===== src/hdl/cdoa_pkg.sv =====
// Shared widths, codes, types and the month length function of the date offset adder.
package cdoa_pkg;

  localparam int YEAR_W  = 16;
  localparam int MONTH_W = 4;
  localparam int DAY_W   = 5;
  localparam int MVAL_W  = 13;
  localparam int DVAL_W  = 17;
  localparam int ACC_W   = 18;

  localparam int YEAR_MAX_DEF = 65535;

  localparam logic [MONTH_W-1:0] MONTH_JAN    = 4'd1;
  localparam logic [MONTH_W-1:0] MONTH_FEB    = 4'd2;
  localparam logic [MONTH_W-1:0] MONTH_AUG    = 4'd8;
  localparam logic [MONTH_W-1:0] MONTH_DEC    = 4'd12;
  localparam logic [DAY_W-1:0]   DAY_FIRST    = 5'd1;
  localparam logic [DAY_W-1:0]   DAYS_LONG    = 5'd31;
  localparam logic [DAY_W-1:0]   DAYS_SHORT   = 5'd30;
  localparam logic [DAY_W-1:0]   DAYS_FEB     = 5'd28;
  localparam logic [DAY_W-1:0]   DAYS_FEB_LP  = 5'd29;
  localparam int                 MONTHS_YEAR  = 12;

  typedef enum logic [1:0] {
    KIND_LOAD     = 2'd0,
    KIND_ADD_DAYS = 2'd1,
    KIND_ADD_DATE = 2'd2,
    KIND_SUB_DATE = 2'd3
  } kind_t;

  typedef enum logic [2:0] {
    ST_IDLE,
    ST_YEAR,
    ST_MONTH,
    ST_DAY,
    ST_OUT
  } state_t;

  // Calendar facts about the working date, produced by the helper unit.
  typedef struct packed {
    logic [DAY_W-1:0]   len_cur;
    logic [DAY_W-1:0]   len_prev;
    logic [YEAR_W-1:0]  year_up;
    logic [YEAR_W-1:0]  year_dn;
    logic               up_sat;
    logic [MONTH_W-1:0] month_up;
    logic [MONTH_W-1:0] month_dn;
    logic               wrap_up;
    logic               wrap_dn;
  } cal_info_t;

  // Every year divisible by four counts as a leap year.
  function automatic logic [DAY_W-1:0] month_len(input logic [MONTH_W-1:0] m,
                                                 input logic leap);
    logic [DAY_W-1:0] len;
    if (m == MONTH_FEB) begin
      len = leap ? DAYS_FEB_LP : DAYS_FEB;
    end else if (m >= MONTH_AUG) begin
      len = m[0] ? DAYS_SHORT : DAYS_LONG;
    end else begin
      len = m[0] ? DAYS_LONG : DAYS_SHORT;
    end
    return len;
  endfunction

endpackage


===== src/hdl/cdoa_cal.sv =====
// Calendar helper: month lengths and saturating year and wrapping month steps.
module cdoa_cal #(
  parameter int YEAR_MAX = cdoa_pkg::YEAR_MAX_DEF
) (
  input  logic [cdoa_pkg::YEAR_W-1:0]  year,
  input  logic [cdoa_pkg::MONTH_W-1:0] month,
  output cdoa_pkg::cal_info_t          info
);

  localparam logic [cdoa_pkg::YEAR_W-1:0] YMAX = YEAR_MAX[cdoa_pkg::YEAR_W-1:0];

  logic leap;

  assign leap = (year[1:0] == 2'b00);

  always_comb begin
    info.wrap_up  = (month == cdoa_pkg::MONTH_DEC);
    info.wrap_dn  = (month == cdoa_pkg::MONTH_JAN);
    info.month_up = info.wrap_up ? cdoa_pkg::MONTH_JAN : month + 4'd1;
    info.month_dn = info.wrap_dn ? cdoa_pkg::MONTH_DEC : month - 4'd1;
    info.len_cur  = cdoa_pkg::month_len(month, leap);
    // The month before January is December of the year before, always 31 days,
    // so the year only matters when stepping back from March into February.
    info.len_prev = cdoa_pkg::month_len(info.month_dn, leap);
    info.up_sat   = (year == YMAX);
    info.year_up  = info.up_sat ? YMAX : year + 16'd1;
    info.year_dn  = (year == '0) ? '0 : year - 16'd1;
  end

endmodule


===== src/hdl/calendar_date_offset_adder.sv =====
// Top level of the calendar date offset adder: sequencer around one shared accumulator adder.
// The accumulator folds one year of months or one month of days per cycle; a day offset skips
// the year and month steps, and a date offset runs the normalization twice (operand, then
// current date).
// Throughput: one word at a time; in_ready is low from acceptance until the result is queued.
// Reset: the date returns to year 0, January 1st, the sequencer idles, no result is pending.
module calendar_date_offset_adder #(
  parameter int YEAR_MAX = cdoa_pkg::YEAR_MAX_DEF
) (
  input  logic                                clk,
  input  logic                                rst_n,
  input  logic                                in_valid,
  output logic                                in_ready,
  input  logic [1:0]                          in_kind,
  input  logic signed [cdoa_pkg::YEAR_W-1:0]  in_year_value,
  input  logic signed [cdoa_pkg::MVAL_W-1:0]  in_month_value,
  input  logic signed [cdoa_pkg::DVAL_W-1:0]  in_day_value,
  input  logic signed [cdoa_pkg::DVAL_W-1:0]  in_day_offset,
  output logic                                out_valid,
  input  logic                                out_ready,
  output logic [cdoa_pkg::YEAR_W-1:0]         out_year,
  output logic [cdoa_pkg::MONTH_W-1:0]        out_month,
  output logic [cdoa_pkg::DAY_W-1:0]          out_day,
  output logic                                out_year_saturated
);

  localparam int AW = cdoa_pkg::ACC_W;
  localparam int YW = cdoa_pkg::YEAR_W;
  localparam int MW = cdoa_pkg::MONTH_W;
  localparam int DW = cdoa_pkg::DAY_W;
  localparam logic [YW-1:0] YMAX = YEAR_MAX[YW-1:0];

  // The working date (w_*) is the block's current date. The o_* registers first hold a
  // saved copy of the current date while a date offset operand is normalized in w_*,
  // and after the swap they hold the normalized operand.
  cdoa_pkg::state_t state_r, state_nxt;
  cdoa_pkg::kind_t  kind_r, kind_nxt;
  logic             opd_r, opd_nxt;
  logic             sat_r, sat_nxt;
  logic signed [AW-1:0] acc_r, acc_nxt;
  logic [YW-1:0] w_y_r, w_y_nxt, o_y_r, o_y_nxt;
  logic [MW-1:0] w_m_r, w_m_nxt, o_m_r, o_m_nxt;
  logic [DW-1:0] w_d_r, w_d_nxt, o_d_r, o_d_nxt;
  logic signed [cdoa_pkg::MVAL_W-1:0] mv_r, mv_nxt;
  logic signed [cdoa_pkg::DVAL_W-1:0] dv_r, dv_nxt;
  logic          out_valid_r, out_valid_nxt;
  logic [YW-1:0] out_y_r, out_y_nxt;
  logic [MW-1:0] out_m_r, out_m_nxt;
  logic [DW-1:0] out_d_r, out_d_nxt;
  logic          out_s_r, out_s_nxt;

  // The shared unit: one adder with an optional negation of the second operand.
  logic signed [AW-1:0] op_a, op_b, sum;
  logic                 op_neg;

  cdoa_pkg::cal_info_t info;

  logic load_phase;
  logic is_sub;
  logic acc_le0, acc_gt12, acc_gt_len, acc_gt_ymax;

  cdoa_cal #(.YEAR_MAX(YEAR_MAX)) u_cal (
    .year  (w_y_r),
    .month (w_m_r),
    .info  (info)
  );

  assign sum = op_a + (op_b ^ {AW{op_neg}}) + AW'(op_neg);

  // A plain load, or the operand pass of a date offset, takes the captured fields.
  assign load_phase  = (kind_r == cdoa_pkg::KIND_LOAD) || opd_r;
  assign is_sub      = (kind_r == cdoa_pkg::KIND_SUB_DATE);
  assign acc_le0     = (acc_r <= 0);
  assign acc_gt12    = (acc_r > $signed(AW'(cdoa_pkg::MONTHS_YEAR)));
  assign acc_gt_len  = (acc_r > $signed(AW'(info.len_cur)));
  assign acc_gt_ymax = (acc_r > $signed(AW'(YMAX)));

  assign in_ready           = (state_r == cdoa_pkg::ST_IDLE);
  assign out_valid          = out_valid_r;
  assign out_year           = out_y_r;
  assign out_month          = out_m_r;
  assign out_day            = out_d_r;
  assign out_year_saturated = out_s_r;

  always_ff @(posedge clk) begin
    if (!rst_n) begin
      state_r     <= cdoa_pkg::ST_IDLE;
      out_valid_r <= 1'b0;
      w_y_r       <= '0;
      w_m_r       <= cdoa_pkg::MONTH_JAN;
      w_d_r       <= cdoa_pkg::DAY_FIRST;
    end else begin
      state_r     <= state_nxt;
      out_valid_r <= out_valid_nxt;
      w_y_r       <= w_y_nxt;
      w_m_r       <= w_m_nxt;
      w_d_r       <= w_d_nxt;
    end
  end

  always_ff @(posedge clk) begin
    kind_r  <= kind_nxt;
    opd_r   <= opd_nxt;
    sat_r   <= sat_nxt;
    acc_r   <= acc_nxt;
    o_y_r   <= o_y_nxt;
    o_m_r   <= o_m_nxt;
    o_d_r   <= o_d_nxt;
    mv_r    <= mv_nxt;
    dv_r    <= dv_nxt;
    out_y_r <= out_y_nxt;
    out_m_r <= out_m_nxt;
    out_d_r <= out_d_nxt;
    out_s_r <= out_s_nxt;
  end

  always_comb begin
    state_nxt     = state_r;
    kind_nxt      = kind_r;
    opd_nxt       = opd_r;
    sat_nxt       = sat_r;
    acc_nxt       = acc_r;
    w_y_nxt       = w_y_r;
    w_m_nxt       = w_m_r;
    w_d_nxt       = w_d_r;
    o_y_nxt       = o_y_r;
    o_m_nxt       = o_m_r;
    o_d_nxt       = o_d_r;
    mv_nxt        = mv_r;
    dv_nxt        = dv_r;
    out_y_nxt     = out_y_r;
    out_m_nxt     = out_m_r;
    out_d_nxt     = out_d_r;
    out_s_nxt     = out_s_r;
    out_valid_nxt = out_valid_r && !out_ready;
    op_a          = acc_r;
    op_b          = '0;
    op_neg        = 1'b0;

    unique case (state_r)
      cdoa_pkg::ST_IDLE: begin
        if (in_valid) begin
          kind_nxt = cdoa_pkg::kind_t'(in_kind);
          mv_nxt   = in_month_value;
          dv_nxt   = in_day_value;
          sat_nxt  = 1'b0;
          o_y_nxt  = w_y_r;
          o_m_nxt  = w_m_r;
          o_d_nxt  = w_d_r;
          if (cdoa_pkg::kind_t'(in_kind) == cdoa_pkg::KIND_ADD_DAYS) begin
            op_a      = $signed(AW'(w_d_r));
            op_b      = AW'(in_day_offset);
            opd_nxt   = 1'b0;
            state_nxt = cdoa_pkg::ST_DAY;
          end else begin
            op_a      = AW'(in_year_value);
            opd_nxt   = (in_kind[1] == 1'b1);
            state_nxt = cdoa_pkg::ST_YEAR;
          end
          acc_nxt = sum;
        end
      end

      cdoa_pkg::ST_YEAR: begin
        priority if (acc_le0) begin
          w_y_nxt = '0;
        end else if (acc_gt_ymax) begin
          w_y_nxt = YMAX;
          sat_nxt = 1'b1;
        end else begin
          w_y_nxt = acc_r[YW-1:0];
        end
        // Set up the month value to normalize next.
        if (load_phase) begin
          op_a = AW'(mv_r);
        end else begin
          op_a   = $signed(AW'(w_m_r));
          op_b   = $signed(AW'(o_m_r));
          op_neg = is_sub;
        end
        acc_nxt   = sum;
        state_nxt = cdoa_pkg::ST_MONTH;
      end

      cdoa_pkg::ST_MONTH: begin
        priority if (acc_gt12) begin
          op_b    = $signed(AW'(cdoa_pkg::MONTHS_YEAR));
          op_neg  = 1'b1;
          acc_nxt = sum;
          w_y_nxt = info.year_up;
          sat_nxt = sat_r | info.up_sat;
        end else if (acc_le0) begin
          op_b    = $signed(AW'(cdoa_pkg::MONTHS_YEAR));
          acc_nxt = sum;
          w_y_nxt = info.year_dn;
        end else begin
          w_m_nxt = acc_r[MW-1:0];
          if (load_phase) begin
            op_a = AW'(dv_r);
          end else begin
            op_a   = $signed(AW'(w_d_r));
            op_b   = $signed(AW'(o_d_r));
            op_neg = is_sub;
          end
          acc_nxt   = sum;
          state_nxt = cdoa_pkg::ST_DAY;
        end
      end

      cdoa_pkg::ST_DAY: begin
        priority if (acc_gt_len) begin
          // Remove this month's length, then move on one month.
          op_b    = $signed(AW'(info.len_cur));
          op_neg  = 1'b1;
          acc_nxt = sum;
          w_m_nxt = info.month_up;
          if (info.wrap_up) begin
            w_y_nxt = info.year_up;
            sat_nxt = sat_r | info.up_sat;
          end
        end else if (acc_le0) begin
          // Step back one month and add the length of that earlier month.
          op_b    = $signed(AW'(info.len_prev));
          acc_nxt = sum;
          w_m_nxt = info.month_dn;
          if (info.wrap_dn) begin
            w_y_nxt = info.year_dn;
          end
        end else if (opd_r) begin
          // Operand done: swap it with the saved current date and start on the year.
          o_y_nxt   = w_y_r;
          o_m_nxt   = w_m_r;
          o_d_nxt   = acc_r[DW-1:0];
          w_y_nxt   = o_y_r;
          w_m_nxt   = o_m_r;
          w_d_nxt   = o_d_r;
          op_a      = $signed(AW'(o_y_r));
          op_b      = $signed(AW'(w_y_r));
          op_neg    = is_sub;
          acc_nxt   = sum;
          opd_nxt   = 1'b0;
          state_nxt = cdoa_pkg::ST_YEAR;
        end else begin
          w_d_nxt   = acc_r[DW-1:0];
          state_nxt = cdoa_pkg::ST_OUT;
        end
      end

      cdoa_pkg::ST_OUT: begin
        if (!out_valid_r || out_ready) begin
          out_y_nxt     = w_y_r;
          out_m_nxt     = w_m_r;
          out_d_nxt     = w_d_r;
          out_s_nxt     = sat_r;
          out_valid_nxt = 1'b1;
          state_nxt     = cdoa_pkg::ST_IDLE;
        end
      end

      default: begin
        state_nxt = cdoa_pkg::ST_IDLE;
      end
    endcase
  end

  // The working month always lies in January..December.
  a_month_range: assert property (@(posedge clk) disable iff (!rst_n)
    (w_m_r >= cdoa_pkg::MONTH_JAN) && (w_m_r <= cdoa_pkg::MONTH_DEC))
    else $error("working month out of range");

  // The working year never passes the configured maximum.
  a_year_max: assert property (@(posedge clk) disable iff (!rst_n) w_y_r <= YMAX)
    else $error("working year above maximum");

  // A delivered date is a real calendar date.
  a_out_date: assert property (@(posedge clk) disable iff (!rst_n)
    out_valid_r |-> (out_m_r >= cdoa_pkg::MONTH_JAN) && (out_m_r <= cdoa_pkg::MONTH_DEC) &&
                    (out_d_r >= cdoa_pkg::DAY_FIRST) &&
                    (out_d_r <= cdoa_pkg::month_len(out_m_r, out_y_r[1:0] == 2'b00)))
    else $error("result date not normalized");

  // Accepting a word makes the block busy on the next cycle.
  a_busy: assert property (@(posedge clk) disable iff (!rst_n)
    (in_valid && in_ready) |=> !in_ready)
    else $error("ready after acceptance");

endmodule


===== config.mk =====
export PLATFORM = sky130hd
export DESIGN_NAME = calendar_date_offset_adder
export DESIGN_NICKNAME = d
export VERILOG_FILES = /design/src/hdl/cdoa_pkg.sv /design/src/hdl/cdoa_cal.sv /design/src/hdl/calendar_date_offset_adder.sv
export SDC_FILE = /design/constraint.sdc
export NUM_CORES = 1
export LEC_CHECK = 0
export BUFFER_PORTS_ARGS = -buffer_cell sky130_fd_sc_hd__buf_2
export CAP_MARGIN = 20
export CORE_MARGIN = 5
export CORE_UTILIZATION = 30
export DETAILED_ROUTE_END_ITERATION = 6
export PLACE_DENSITY = 0.53
export SETUP_SLACK_MARGIN = 0.3
export SYNTH_ARGS = -nofsm -noshare
export SYNTH_HDL_FRONTEND = slang
export SYNTH_SLANG_ARGS = --single-unit

===== constraint.sdc =====
create_clock -name clk -period 5.8 [get_ports clk]
set_clock_uncertainty 0.2 [all_clocks]
set_input_delay 0.87 -clock clk [delete_from_list [all_inputs] [get_ports clk]]
set_output_delay 0.87 -clock clk [all_outputs]
set_load 0.02 [all_outputs]

==> results.toml <==
[outcome]
outcome = "finished clean"

[critical_path]
reg2regPathDepth = 23
crit_type = "reg -> reg"
crit_path_max_fanout = 11
cp-start-kind = "flop"
max_stage_delay_ps = 370
endpoint_kind = "flop"
cp_num_buf_inv = 2
crit_chain = "inv_1 > ha_1 > nor2b_1 > o211ai_1 > ha_1 > and2_1 > a211o_1 > a21boi_1 > a21o_1 > nor2_1 > nand2_1 > buf_4 > mux2i_1 > ha_1 > a21oi_1 > o21ai_1 > o21a_1 > o21a_1 > o21ai_1 > nand2b_1 > a221oi_1 > o21ai_1 > xnor2_1"
crit_slowest_cell = "ha_1"
path_delay_family = "compound AO/OA/AOI/OAI gates"
cp.required_ps = 5790
path_depth = 23
crit_arrival_ps = 5220

[timing]
setup_viol = 0
worstMarginPinSlew_ps = 1009
period_needed_ps = 5232
fmax_mhz = 191.1
slew_viol_final = 0
final.setup.worst_slack_ps = 567.7
maxSlewHeadroom = 0.3254
hold_viol = 0
fin_crit_sh = 0.9021
setup_tns_ps = 0
rsz0062_at_grt = "no"

[synth]
ys.warnings.count = 0
yosys.area.top_type = "edfxtp_1"
ys_types = 84
synth-edff-count = 103
avgSynthCellArea_um2 = 9.043
syn_area_um2 = 8618
synth_area_leaders = "edfxtp_1, dfxtp_1, nand2_1"
async_flop_share = 0
synthCells = 953
synth_nets = 1048
ys_seq_elements = 132
ys_dominant_reg_cell = "edfxtp_1"
ys_seq_area_frac = 0.4262
netlist.area_leader.share = 0.3589

[die]
dieArea_um2 = 32220
io_pins = 97
rows = 62
die_w_um = 179.5
initial_core_util = 0.3019
dieHeight_um = 179.5
core-area_um2 = 28550

[route]
routedWlPerCell_um = 20.71
first_pass_iters = 5
drcViolationCount = 0
drtIter0Drc = 769
ant_nets = 0
vias_per_cell = 5.523
wirelength_mm = 29.94
vias = 7986

[global_route]
grt_pass1_wl_mm = 46.03
grt_overflow_total = 0
grt_pass1_vias = 7560
grt_use_total = 0.1794
grt_max_degree = 30
antenna_found_initial = 0

[cells_and_area]
final_nets = 1144
drive_above_1_share = 0.1959
antenna_cells = 0
areaGrowthSynthToFinish_pct = 19.61
final_common_cell = "nand2_1"
mostFrequentLayoutCells = "nand2_1, edfxtp_1, buf_2"

[clocking]
clk_pin_slew_ps = 70
clockRootBuffer = "clkbuf_16"
cts_tree = "built"
clock-sinks = 132
htree_num_levels = 4
cts_buffer_depth = 2
clock_latency_ps = 440
cts_made_buffers = 17
hold_buffers = 0

[placement]
place_ws_ps = 296.1
numPortBuffers = 96
detailed_place_hpwl_mm = 22.51
place.gp.congestion = 0.9200

[hold_path]
min_path_type = "reg -> reg"
whs_path_depth = 2

[power]
cellLeakagePower_nw = 4.096
power.density_nw_per_um2 = 393.8
ir_drop_v = 0.0002062

[job]
drv_cap = 0
## cell type report
class                      instances  area [µm²]
fill                            2984       18240
multi-input combinational        742        4698
sequential                       132        3676
timing repair buffer             140       810.8
tap                              384       480.5
clock buffer                      17       425.4
clock inverter                    15       157.7
inverter                          16       60.06
## flip-flops by register name (all words and copies together), names as in the netlist, 2 cells and up
| name | count |
|---|---|
| w_d_r | 5 |
| w_y_r | 16 |
| state_r | 3 |
| kind_r | 2 |
| out_day | 5 |
| o_m_r | 4 |
| mv_r | 13 |
| o_d_r | 5 |
| out_month | 4 |
| o_y_r | 16 |
| w_m_r | 4 |
| acc_r | 18 |
| out_year | 16 |
| dv_r | 17 |
## final timing paths
| path | startpoint | endpoint | slack [ps] |
|---|---|---|---|
| max | w_m_r[0]$_SDFFE_PN1P_ | acc_r[15]$_DFFE_PP_ | 570 |
| min | w_m_r[1]$_SDFFE_PN0P_ | w_m_r[1]$_SDFFE_PN0P_ | 330 |
| max reg2reg | w_m_r[0]$_SDFFE_PN1P_ | acc_r[15]$_DFFE_PP_ | 570 |
| min reg2reg | w_m_r[1]$_SDFFE_PN0P_ | w_m_r[1]$_SDFFE_PN0P_ | 330 |
## kinds of logic (layout without fill, tap and decap cells)
group	Yosys count	in the layout	share of synthesized area
flip-flops	132	132	0.4262
buffers and inverters	79	188	0.03644
adder cells (fa/ha/maj)	26	26	0.03862
multiplexers	31	31	0.03600
AO/OA/AOI/OAI	312	312	0.2348
AND/OR/NAND/NOR	343	343	0.1974
XOR/XNOR	30	30	0.03049
## timing repair
item / in CTS / in global routing
pin swaps: 0 / 1
setup endpoints to repair: 2 / 6
buffers inserted: 0 / 1
gates cloned: 0 / 0
resized for setup: 1 / 10
## Yosys cell counts (12+ instances only)
master    number
o21ai_1       18
nand2b_1      12
clkbuf_1      52
nor2_1        68
xnor2_1       24
mux2i_1       31
nand2_1      117
inv_1         16
nor3_1        22
a21oi_1       87
o21ai_0       61
o21a_1        12
and2_1        13
dfxtp_1       29
nor2b_1       14
ha_1          25
nand3_1       40
a22oi_1       19
edfxtp_1     103
## layer usage
layer | vias up | global-route usage | part of all wire
met5 | - | 0 | 0
li1 | 3780 | - | -
met2 | 347 | 0.2705 | 0.44
met3 | 49 | 0.03052 | 0.069
met4 | 0 | 0.05212 | 0.019
met1 | 3810 | 0.2642 | 0.47
## stage by stage
| step | cell area [µm²] | utilization | cells | power, mW | hold WS, ps |
|---|---|---|---|---|---|
| floorplan | 8618 | - | 953 | 2.430 | 223.7 |
| global placement | 9681 | 0.3391 | 1413 | 2.934 | 307.2 |
| detailed placement | 9681 | 0.3391 | 1413 | 2.931 | 317.4 |
| CTS | 10270 | 0.3597 | 1445 | 4.042 | 332.2 |
| global route | 10310 | 0.3611 | 1446 | 4.278 | 354.2 |
| finish | 10310 | 0.3611 | 1446 | 4.059 | 330.9 |
## power by group
group / internal (mW) / switching [mW] / total (mW)
Combinational: 0.594 / 0.944 / 1.54
Sequential: 1.22 / 0.212 / 1.43
Clock: 0.609 / 0.484 / 1.09
## worst register-to-register path, cell delays in order (launching register included)
cell      delay, ps
dfxtp_1         330
inv_1            70
ha_1            230
nor2b_1         140
o211ai_1        290
ha_1            290
and2_1          170
a211o_1         250
a21boi_1        360
a21o_1          180
nor2_1          110
nand2_1         160
buf_4           220
mux2i_1         110
ha_1            370
a21oi_1         260
o21ai_1         180
o21a_1          200
o21a_1          160
o21ai_1         110
nand2b_1         60
a221oi_1        270
o21ai_1         140
xnor2_1         140
No activity file was read; power rests on OpenSTA's default activity.
